`config.mk`:
```
export PLATFORM = sky130hd
export DESIGN_NAME = section_address_translator_unit
export DESIGN_NICKNAME = d
export VERILOG_FILES = /design/src/hw/rtl/sat_pkg.sv /design/src/hw/rtl/sat_datapath.sv /design/src/hw/rtl/sat_controller.sv /design/src/hw/rtl/section_address_translator_unit.sv
export SDC_FILE = /design/constraint.sdc
export NUM_CORES = 2
export LEC_CHECK = 0
export ABC_AREA = 1
export BUFFER_PORTS_ARGS = -buffer_cell sky130_fd_sc_hd__buf_4
export CAP_MARGIN = 20
export CORE_ASPECT_RATIO = 1.25
export CORE_MARGIN = 2
export CORE_UTILIZATION = 50
export CTS_CLUSTER_DIAMETER = 150
export DETAILED_ROUTE_END_ITERATION = 8
export PLACE_DENSITY_LB_ADDON = 0.2
export SLEW_MARGIN = 20
export SYNTH_ARGS = -nofsm -noshare
export SYNTH_HDL_FRONTEND = slang
export SYNTH_HIERARCHICAL = 1
export SYNTH_SLANG_ARGS = --single-unit
```
`constraint.sdc`:
```
create_clock -name clk_i -period 10.78 [get_ports clk_i]
set_input_delay 1.617 -clock clk_i [delete_from_list [all_inputs] [get_ports clk_i]]
set_output_delay 1.617 -clock clk_i [all_outputs]
set_load 0.005 [all_outputs]
```
`src/hw/rtl/sat_pkg.sv`:
```
// Shared types and codes for the section address translator.
`timescale 1ns / 1ps

package sat_pkg;

  localparam logic [1:0] KIND_LOAD = 2'd0;
  localparam logic [1:0] KIND_V2F  = 2'd1;
  localparam logic [1:0] KIND_F2V  = 2'd2;

  localparam logic [1:0] STATUS_HIT      = 2'd0;
  localparam logic [1:0] STATUS_MISS     = 2'd1;
  localparam logic [1:0] STATUS_OVERFLOW = 2'd2;

  localparam logic [31:0] ALL_ONES = 32'hFFFF_FFFF;

  typedef struct packed {
    logic [1:0]  kind;
    logic [3:0]  entry_index;
    logic [31:0] virt_start;
    logic [31:0] virt_size;
    logic [31:0] raw_start;
    logic [31:0] raw_size;
    logic [31:0] query_addr;
  } in_req_t;

  typedef struct packed {
    logic [31:0] result_addr;
    logic [1:0]  status;
    logic [3:0]  hit_slot;
  } out_rsp_t;

  typedef struct packed {
    logic accept;
    logic start_scan;
    logic rd_en;
    logic cmp_en;
    logic next_entry;
    logic sum_en;
    logic set_miss;
    logic out_load;
  } ctrl_cmd_t;

  typedef struct packed {
    logic in_query;
    logic limit_zero;
    logic last_entry;
    logic hit;
  } dp_status_t;

endpackage

```
`src/hw/rtl/sat_datapath.sv`:
```
// Datapath: section table, entry compare, address sum and result registers.
`timescale 1ns / 1ps

module sat_datapath #(
  parameter int MAX_SECTIONS = 16
) (
  input  logic               clk_i,
  input  logic               rst_ni,
  input  sat_pkg::in_req_t   in_req_i,
  input  logic               cfg_valid_i,
  input  logic [4:0]         cfg_data_i,
  input  sat_pkg::ctrl_cmd_t cmd_i,
  output sat_pkg::dp_status_t status_o,
  output sat_pkg::out_rsp_t  out_rsp_o
);

  localparam int IDX_W = (MAX_SECTIONS > 1) ? $clog2(MAX_SECTIONS) : 1;
  localparam int LIM_C = $clog2(MAX_SECTIONS + 1);
  localparam int LIM_W = (LIM_C > 5) ? LIM_C : 5;

  logic [31:0] mem_vs [MAX_SECTIONS];
  logic [31:0] mem_vz [MAX_SECTIONS];
  logic [31:0] mem_rs [MAX_SECTIONS];
  logic [31:0] mem_rz [MAX_SECTIONS];

  logic [4:0]       count_q;
  logic [IDX_W-1:0] idx_q;
  logic [1:0]       kind_q;
  logic [31:0]      addr_q;
  logic [31:0]      base_q, len_q, other_q;
  logic             hit_q;
  logic [31:0]      delta_q;
  sat_pkg::out_rsp_t res_q, out_q;

  logic [LIM_W-1:0] count_ext, limit;
  logic [IDX_W-1:0] wr_addr;
  logic             wr_en;
  logic [32:0]      hi_full, sum_full;
  logic [31:0]      hi_clamped;

  assign count_ext = LIM_W'(count_q);
  assign limit     = (count_ext > LIM_W'(MAX_SECTIONS)) ? LIM_W'(MAX_SECTIONS) : count_ext;
  assign wr_addr   = IDX_W'(in_req_i.entry_index);
  assign wr_en     = cmd_i.accept && (in_req_i.kind == sat_pkg::KIND_LOAD) &&
                     (int'(in_req_i.entry_index) < MAX_SECTIONS);

  assign hi_full    = {1'b0, base_q} + {1'b0, len_q};
  assign hi_clamped = hi_full[32] ? sat_pkg::ALL_ONES : hi_full[31:0];
  assign sum_full   = {1'b0, other_q} + {1'b0, delta_q};

  assign status_o.in_query   = (in_req_i.kind == sat_pkg::KIND_V2F) ||
                               (in_req_i.kind == sat_pkg::KIND_F2V);
  assign status_o.limit_zero = (limit == '0);
  assign status_o.last_entry = ((LIM_W'(idx_q) + LIM_W'(1)) == limit);
  assign status_o.hit        = hit_q;
  assign out_rsp_o           = out_q;

  always_ff @(posedge clk_i) begin
    if (wr_en) begin
      mem_vs[wr_addr] <= in_req_i.virt_start;
      mem_vz[wr_addr] <= in_req_i.virt_size;
      mem_rs[wr_addr] <= in_req_i.raw_start;
      mem_rz[wr_addr] <= in_req_i.raw_size;
    end
    if (cmd_i.rd_en) begin
      if (kind_q == sat_pkg::KIND_V2F) begin
        base_q  <= mem_vs[idx_q];
        len_q   <= mem_vz[idx_q];
        other_q <= mem_rs[idx_q];
      end else begin
        base_q  <= mem_rs[idx_q];
        len_q   <= mem_rz[idx_q];
        other_q <= mem_vs[idx_q];
      end
    end
  end

  always_ff @(posedge clk_i or negedge rst_ni) begin
    if (!rst_ni) begin
      count_q <= '0;
      idx_q   <= '0;
    end else begin
      if (cfg_valid_i) begin
        count_q <= cfg_data_i;
      end
      if (cmd_i.start_scan) begin
        idx_q <= '0;
      end else if (cmd_i.next_entry) begin
        idx_q <= idx_q + IDX_W'(1);
      end
    end
  end

  always_ff @(posedge clk_i) begin
    if (cmd_i.accept) begin
      kind_q <= in_req_i.kind;
      addr_q <= in_req_i.query_addr;
    end
    if (cmd_i.cmp_en) begin
      hit_q   <= (addr_q >= base_q) && (addr_q < hi_clamped);
      delta_q <= addr_q - base_q;
    end
    if (cmd_i.sum_en) begin
      if (sum_full[32]) begin
        res_q.result_addr <= '0;
        res_q.status      <= sat_pkg::STATUS_OVERFLOW;
        res_q.hit_slot    <= '0;
      end else begin
        res_q.result_addr <= sum_full[31:0];
        res_q.status      <= sat_pkg::STATUS_HIT;
        res_q.hit_slot    <= 4'(idx_q);
      end
    end else if (cmd_i.set_miss) begin
      res_q.result_addr <= '0;
      res_q.status      <= sat_pkg::STATUS_MISS;
      res_q.hit_slot    <= '0;
    end
    if (cmd_i.out_load) begin
      out_q <= res_q;
    end
  end

endmodule

```
`src/hw/rtl/sat_controller.sv`:
```
// Controller: sequences the table scan and owns the request handshakes.
`timescale 1ns / 1ps

module sat_controller (
  input  logic                clk_i,
  input  logic                rst_ni,
  input  logic                in_valid_i,
  output logic                in_stall_o,
  output logic                out_valid_o,
  input  logic                out_stall_i,
  input  sat_pkg::dp_status_t status_i,
  output sat_pkg::ctrl_cmd_t  cmd_o
);

  localparam logic [2:0] S_IDLE = 3'd0;
  localparam logic [2:0] S_READ = 3'd1;
  localparam logic [2:0] S_CMP  = 3'd2;
  localparam logic [2:0] S_EVAL = 3'd3;
  localparam logic [2:0] S_SUM  = 3'd4;
  localparam logic [2:0] S_DONE = 3'd5;

  logic [2:0] state_q, state_d;
  logic       out_valid_q, out_valid_d;
  logic       out_free;

  assign in_stall_o  = (state_q != S_IDLE);
  assign out_valid_o = out_valid_q;
  assign out_free    = !out_valid_q || !out_stall_i;

  always_comb begin
    state_d     = state_q;
    out_valid_d = out_valid_q && out_stall_i;
    cmd_o       = '0;
    unique case (state_q)
      S_IDLE: begin
        if (in_valid_i) begin
          cmd_o.accept = 1'b1;
          if (status_i.in_query) begin
            if (status_i.limit_zero) begin
              cmd_o.set_miss = 1'b1;
              state_d        = S_DONE;
            end else begin
              cmd_o.start_scan = 1'b1;
              state_d          = S_READ;
            end
          end
        end
      end
      S_READ: begin
        cmd_o.rd_en = 1'b1;
        state_d     = S_CMP;
      end
      S_CMP: begin
        cmd_o.cmp_en = 1'b1;
        state_d      = S_EVAL;
      end
      S_EVAL: begin
        priority if (status_i.hit) begin
          state_d = S_SUM;
        end else if (status_i.last_entry) begin
          cmd_o.set_miss = 1'b1;
          state_d        = S_DONE;
        end else begin
          cmd_o.next_entry = 1'b1;
          state_d          = S_READ;
        end
      end
      S_SUM: begin
        cmd_o.sum_en = 1'b1;
        state_d      = S_DONE;
      end
      S_DONE: begin
        if (out_free) begin
          cmd_o.out_load = 1'b1;
          out_valid_d    = 1'b1;
          state_d        = S_IDLE;
        end
      end
      default: begin
        state_d = S_IDLE;
      end
    endcase
  end

  always_ff @(posedge clk_i or negedge rst_ni) begin
    if (!rst_ni) begin
      state_q     <= S_IDLE;
      out_valid_q <= 1'b0;
    end else begin
      state_q     <= state_d;
      out_valid_q <= out_valid_d;
    end
  end

endmodule

```
`src/hw/rtl/section_address_translator_unit.sv`:
```
// Top level of the section address translator.
// A load request writes its table entry when accepted and gives no result; a translate
// request checks one table entry at a time (registered table read, range compare, decision)
// over min(section_count, MAX_SECTIONS) entries from slot 0 and stops at the first hit. The next
// request is taken once a result is registered, and a stalled result holds it at the end.
// Reset clears the controller and section_count; the table is undefined until loaded.
`timescale 1ns / 1ps

module section_address_translator_unit #(
  parameter int MAX_SECTIONS = 16
) (
  input  logic              clk_i,
  input  logic              rst_ni,
  input  logic              in_valid_i,
  output logic              in_stall_o,
  input  sat_pkg::in_req_t  in_req_i,
  output logic              out_valid_o,
  input  logic              out_stall_i,
  output sat_pkg::out_rsp_t out_rsp_o,
  input  logic              cfg_valid_i,
  output logic              cfg_ready_o,
  input  logic [4:0]        cfg_data_i
);

  sat_pkg::ctrl_cmd_t  cmd;
  sat_pkg::dp_status_t status;

  assign cfg_ready_o = 1'b1;

  sat_controller u_ctrl (
    .clk_i       (clk_i),
    .rst_ni      (rst_ni),
    .in_valid_i  (in_valid_i),
    .in_stall_o  (in_stall_o),
    .out_valid_o (out_valid_o),
    .out_stall_i (out_stall_i),
    .status_i    (status),
    .cmd_o       (cmd)
  );

  sat_datapath #(
    .MAX_SECTIONS (MAX_SECTIONS)
  ) u_dp (
    .clk_i       (clk_i),
    .rst_ni      (rst_ni),
    .in_req_i    (in_req_i),
    .cfg_valid_i (cfg_valid_i && cfg_ready_o),
    .cfg_data_i  (cfg_data_i),
    .cmd_i       (cmd),
    .status_o    (status),
    .out_rsp_o   (out_rsp_o)
  );

  assert property (@(posedge clk_i) disable iff (!rst_ni)
    out_valid_o && (out_rsp_o.status != sat_pkg::STATUS_HIT) |->
      (out_rsp_o.result_addr == '0) && (out_rsp_o.hit_slot == '0))
    else $error("Non-hit result carries an address or slot.");

  assert property (@(posedge clk_i) disable iff (!rst_ni)
    out_valid_o |-> (out_rsp_o.status == sat_pkg::STATUS_HIT) ||
      (out_rsp_o.status == sat_pkg::STATUS_MISS) ||
      (out_rsp_o.status == sat_pkg::STATUS_OVERFLOW))
    else $error("Result status code is not defined.");

  assert property (@(posedge clk_i) disable iff (!rst_ni)
    out_valid_o && (out_rsp_o.status == sat_pkg::STATUS_HIT) |->
      (int'(out_rsp_o.hit_slot) < MAX_SECTIONS))
    else $error("Hit slot lies outside the section table.");

endmodule
```
==> run_results.csv <==
group,metric,value,unit
cts,post_cts_buffers,0,
timing,hold_ws,0.407,ns
routing,drtPass1Iterations,5,
global_route,overflow,0,
worst_setup_path,cpLargestDelayFamily,"simple AND/OR/NAND/NOR gates",
worst_setup_path,r2r_start,"u_ctrl/state_q[0]$_DFFE_PN0P_",
worst_setup_path,crit_type,"in -> reg",
worst_hold_path,holdPathStages,0,
yosys,avgSynthCellArea,13.0,um^2
die,io-pin-count,217,
cells_and_area,fin_area,0.105,mm^2
cells_and_area,most-common-layout-cells,"2287 x edfxtp_1, 1280 x nand2_1, 666 x o21ai_0",
cts,tritoncts,"done",
worst_setup_path,reg2reg_slack,5.66,ns
yosys,async_reset_ff_share,0.565,%
cts,holdBufCountCts,0,
power,power_density,272,mW/mm^2
yosys,synth_edf_count,2287,
routing,drc,0,
cells_and_area,fin_util,56.2,%
global_route,grt_max_degree,183,
routing,post_drt_wl_per_cell,26.2,um
worst_setup_path,crit_top_cell,"buf_4",
worst_setup_path,crit_fanout,35,
cts,clk_path_buf_depth,3,
timing,setup_slack,5.55,ns
worst_setup_path,worstPathRequired,11.26,ns
yosys,synth_top_area_cell,"edfxtp_1",
yosys,synth_seq_cells,2300,
die,initial_utilization,50.2,%
cells_and_area,nFillCells,14801,
yosys,syn-num-nets,7492,
routing,viasPerCell,6.04,
timing,slew_headroom,25.3,%
die,rows,177,
cells_and_area,layout-drive-gt1-share,9.26,%
timing,min_period_over_period,48.5,%
yosys,synth.cell_area,0.0935,mm^2
timing,grt_setup_unrepaired,"false",
die,die_area,0.190,mm^2
worst_hold_path,min_from,"u_dp/res_q[10]$_SDFFCE_PP0P_",
timing,fmax,191,MHz
cts,htreeDepth,4,
cts,insertion_delay,0.88,ns
timing,min_period,5.23,ns
placed_design,dp_hpwl,138000,um
worst_setup_path,critPathBufInv,5,
placed_design,port_buffers,215,
power,p_leak,35.4,nW
worst_setup_path,crit_path_end_kind,"flop",
die,core,0.186,mm^2
yosys,synth_ff_type,"edfxtp_1",
cts,post_cts_resized,0,
placed_design,pre_cts_slack,4.63,ns
yosys,synthTopCellsByArea,"edfxtp_1 73%, nand2_1 5.1%, o21ai_0 3.6%",
worst_setup_path,r2r_cells,9,
run,maxCapViolCount,0,
status,status,"finished, final reports clean",
worst_setup_path,cpPeakStageDelay,0.95,ns
cells_and_area,finalNetCount,7597,
global_route,grt_pass1_wl,377000,um
worst_setup_path,cp_cell_sequence,"buf_4 > inv_1 > nor2_4 > nand2_1 > inv_1 > nand3_1 > nor2_4 > buf_4 > buf_4",
routing,drt_wl_total,259000,um
timing,hold_viol_final,0,
global_route,antenna_found_initial,29,
yosys,synth_cells,7184,
cts,cts_made_buffers,215,
timing,worst_pin_slew,1.12,ns
worst_setup_path,critPathLaunchType,"input pin",
placed_design,place_congestion,0.909,
yosys,ys.warnings.count,6,
cts,clk_pin_slew,0.06,ns
worst_setup_path,crit_path_top_delay_cell,"nor2_4",
routing,vias,59714,
routing,drtIter0Drc,5847,
timing,finalSetupViolations,0,
power,ir_worst_vdd,196,uV
timing,skew,0.0438,ns
routing,antenna_left,0,
yosys,synth.top_cell.area_share,73.5,%
cells_and_area,area_growth_syn_to_layout,11.9,%
placed_design,dpl_cell_area,0.0976,mm^2
timing,tns,0,ns
yosys,synth.yosys.seq_area_share,73.8,%
worst_hold_path,hp-class,"reg -> reg",
die,fp.dieH,487,um
worst_setup_path,r2r_end,"u_dp/mem_rz[1][10]$_DFFE_PP_",
cts,clock_sinks,2300,
global_route,grtUsageTotal,26.9,%
worst_setup_path,arrival,5.71,ns
cts,clock_tree.root_cell,"clkbuf_16",
worst_hold_path,hold-path-endpoint,"u_dp/out_rsp_o[10]$_DFFE_PP_",
die,die_w,391,um
global_route,grt_pass1_vias,57284,
yosys,ys_types,57,
cells_and_area,final_common_cell,"edfxtp_1",
timing,final_max_slew_viol_count,0,
[stage by stage]
| step | cells | total power [mW] |
|---|---|---|
| final | 9890 | 28.4 |
| after global placement | 9486 | 20.9 |
| after floorplan | 7184 | 17.4 |
| after CTS | 9879 | 28.4 |
| after global routing | 9887 | 29.8 |
| after detailed placement | 9486 | 21.0 |
[where the power goes]
part	switching (mW)	total, mW	internal (mW)
clock	3.24	7.49	4.25
combinational	7.12	10.0	2.92
sequential	0.381	10.9	10.5
total	10.7	28.4	17.7
[synthesized netlist by cell type, drive strengths merged (4+ instances only)]
library cell,number
a21boi,5
a21oi,544
a221oi,72
o21a,10
o21ai,714
nand3,160
a2111oi,98
o32ai,32
or2,10
nor3,19
nor2,675
ha,129
xor2,49
buf,137
o221ai,59
nand2,1287
edfxtp,2287
a31oi,9
a211oi,4
o22ai,204
a21o,11
nand4,72
nor4,6
clkbuf,286
dfrtp,13
inv,215
o21bai,6
xnor2,21
a2111o,32
[worst register-to-register path: stages, from the launching register on]
cell and delay (ns):
dfrtp_1 0.44, nor2_2 0.19, nand2_1 0.16, nor2_4 0.77, nand2_1 0.25, inv_1 0.19, nand3_1 0.34, nor2_4 0.95
buf_4 0.71, buf_4 0.71
[how the worst max path moves through the flow]
stage | cells after the start | end | startpoint
after floorplan | 6 | u_dp/mem_rs[0][0]$_DFFE_PP_ | in_valid_i
after global placement | 9 | u_dp/mem_vz[1][6]$_DFFE_PP_ | in_valid_i
after detailed placement | 9 | u_dp/mem_vz[1][9]$_DFFE_PP_ | in_valid_i
final | 9 | u_dp/mem_rz[1][10]$_DFFE_PP_ | in_valid_i
after global routing | 9 | u_dp/mem_rz[1][8]$_DFFE_PP_ | in_valid_i
after CTS | 9 | u_dp/mem_rz[1][10]$_DFFE_PP_ | in_valid_i
[cells by family after synthesis]
kind of cell    share of synthesized area, %
other cells                          0.00401
xor+xnor                               0.656
flops                                   73.8
buf+inv                                 2.75
simple gates                            9.50
fa+ha+maj                               1.79
mux                                   0.0348
compound gates                          11.4
[layout make-up]
class                      count  area (um^2)  area share, %
timing repair buffer         311         2660           2.54
sequential                  2300        69000           66.0
inverter                     215          843          0.807
multi-input combinational   4246        22100           21.1
antenna                        9         22.5         0.0215
clock buffer                 274         5820           5.57
clock inverter               119         1090           1.04
tap                         2416         3020           2.89
[sequential cells by signal, summed over array words and instances (netlist names), 5 cells and up]
| register | flops |
|---|---|
| u_dp/count_ext | 5 |
| u_dp/base_q | 32 |
| u_dp/mem_rs | 512 |
| u_dp/len_q | 32 |
| u_dp/mem_vz | 512 |
| u_dp/mem_rz | 512 |
| u_dp/out_rsp_o | 38 |
| u_dp/addr_q | 32 |
| u_dp/res_q | 38 |
| u_dp/delta_q | 32 |
| u_dp/other_q | 32 |
| u_dp/mem_vs | 512 |
[routing by layer]
| layer | track usage (%) | up-vias | wire length [um] |
|---|---|---|---|
| met2 | 43.4 | 2597 | 123000 |
| met3 | 4.04 | 469 | 19800 |
| li1 | - | 26853 | - |
| met5 | 0 | - | 129 |
| met4 | 10.3 | 22 | 9480 |
| met1 | 37.0 | 29773 | 106000 |
(Power assumes the default switching activity.)
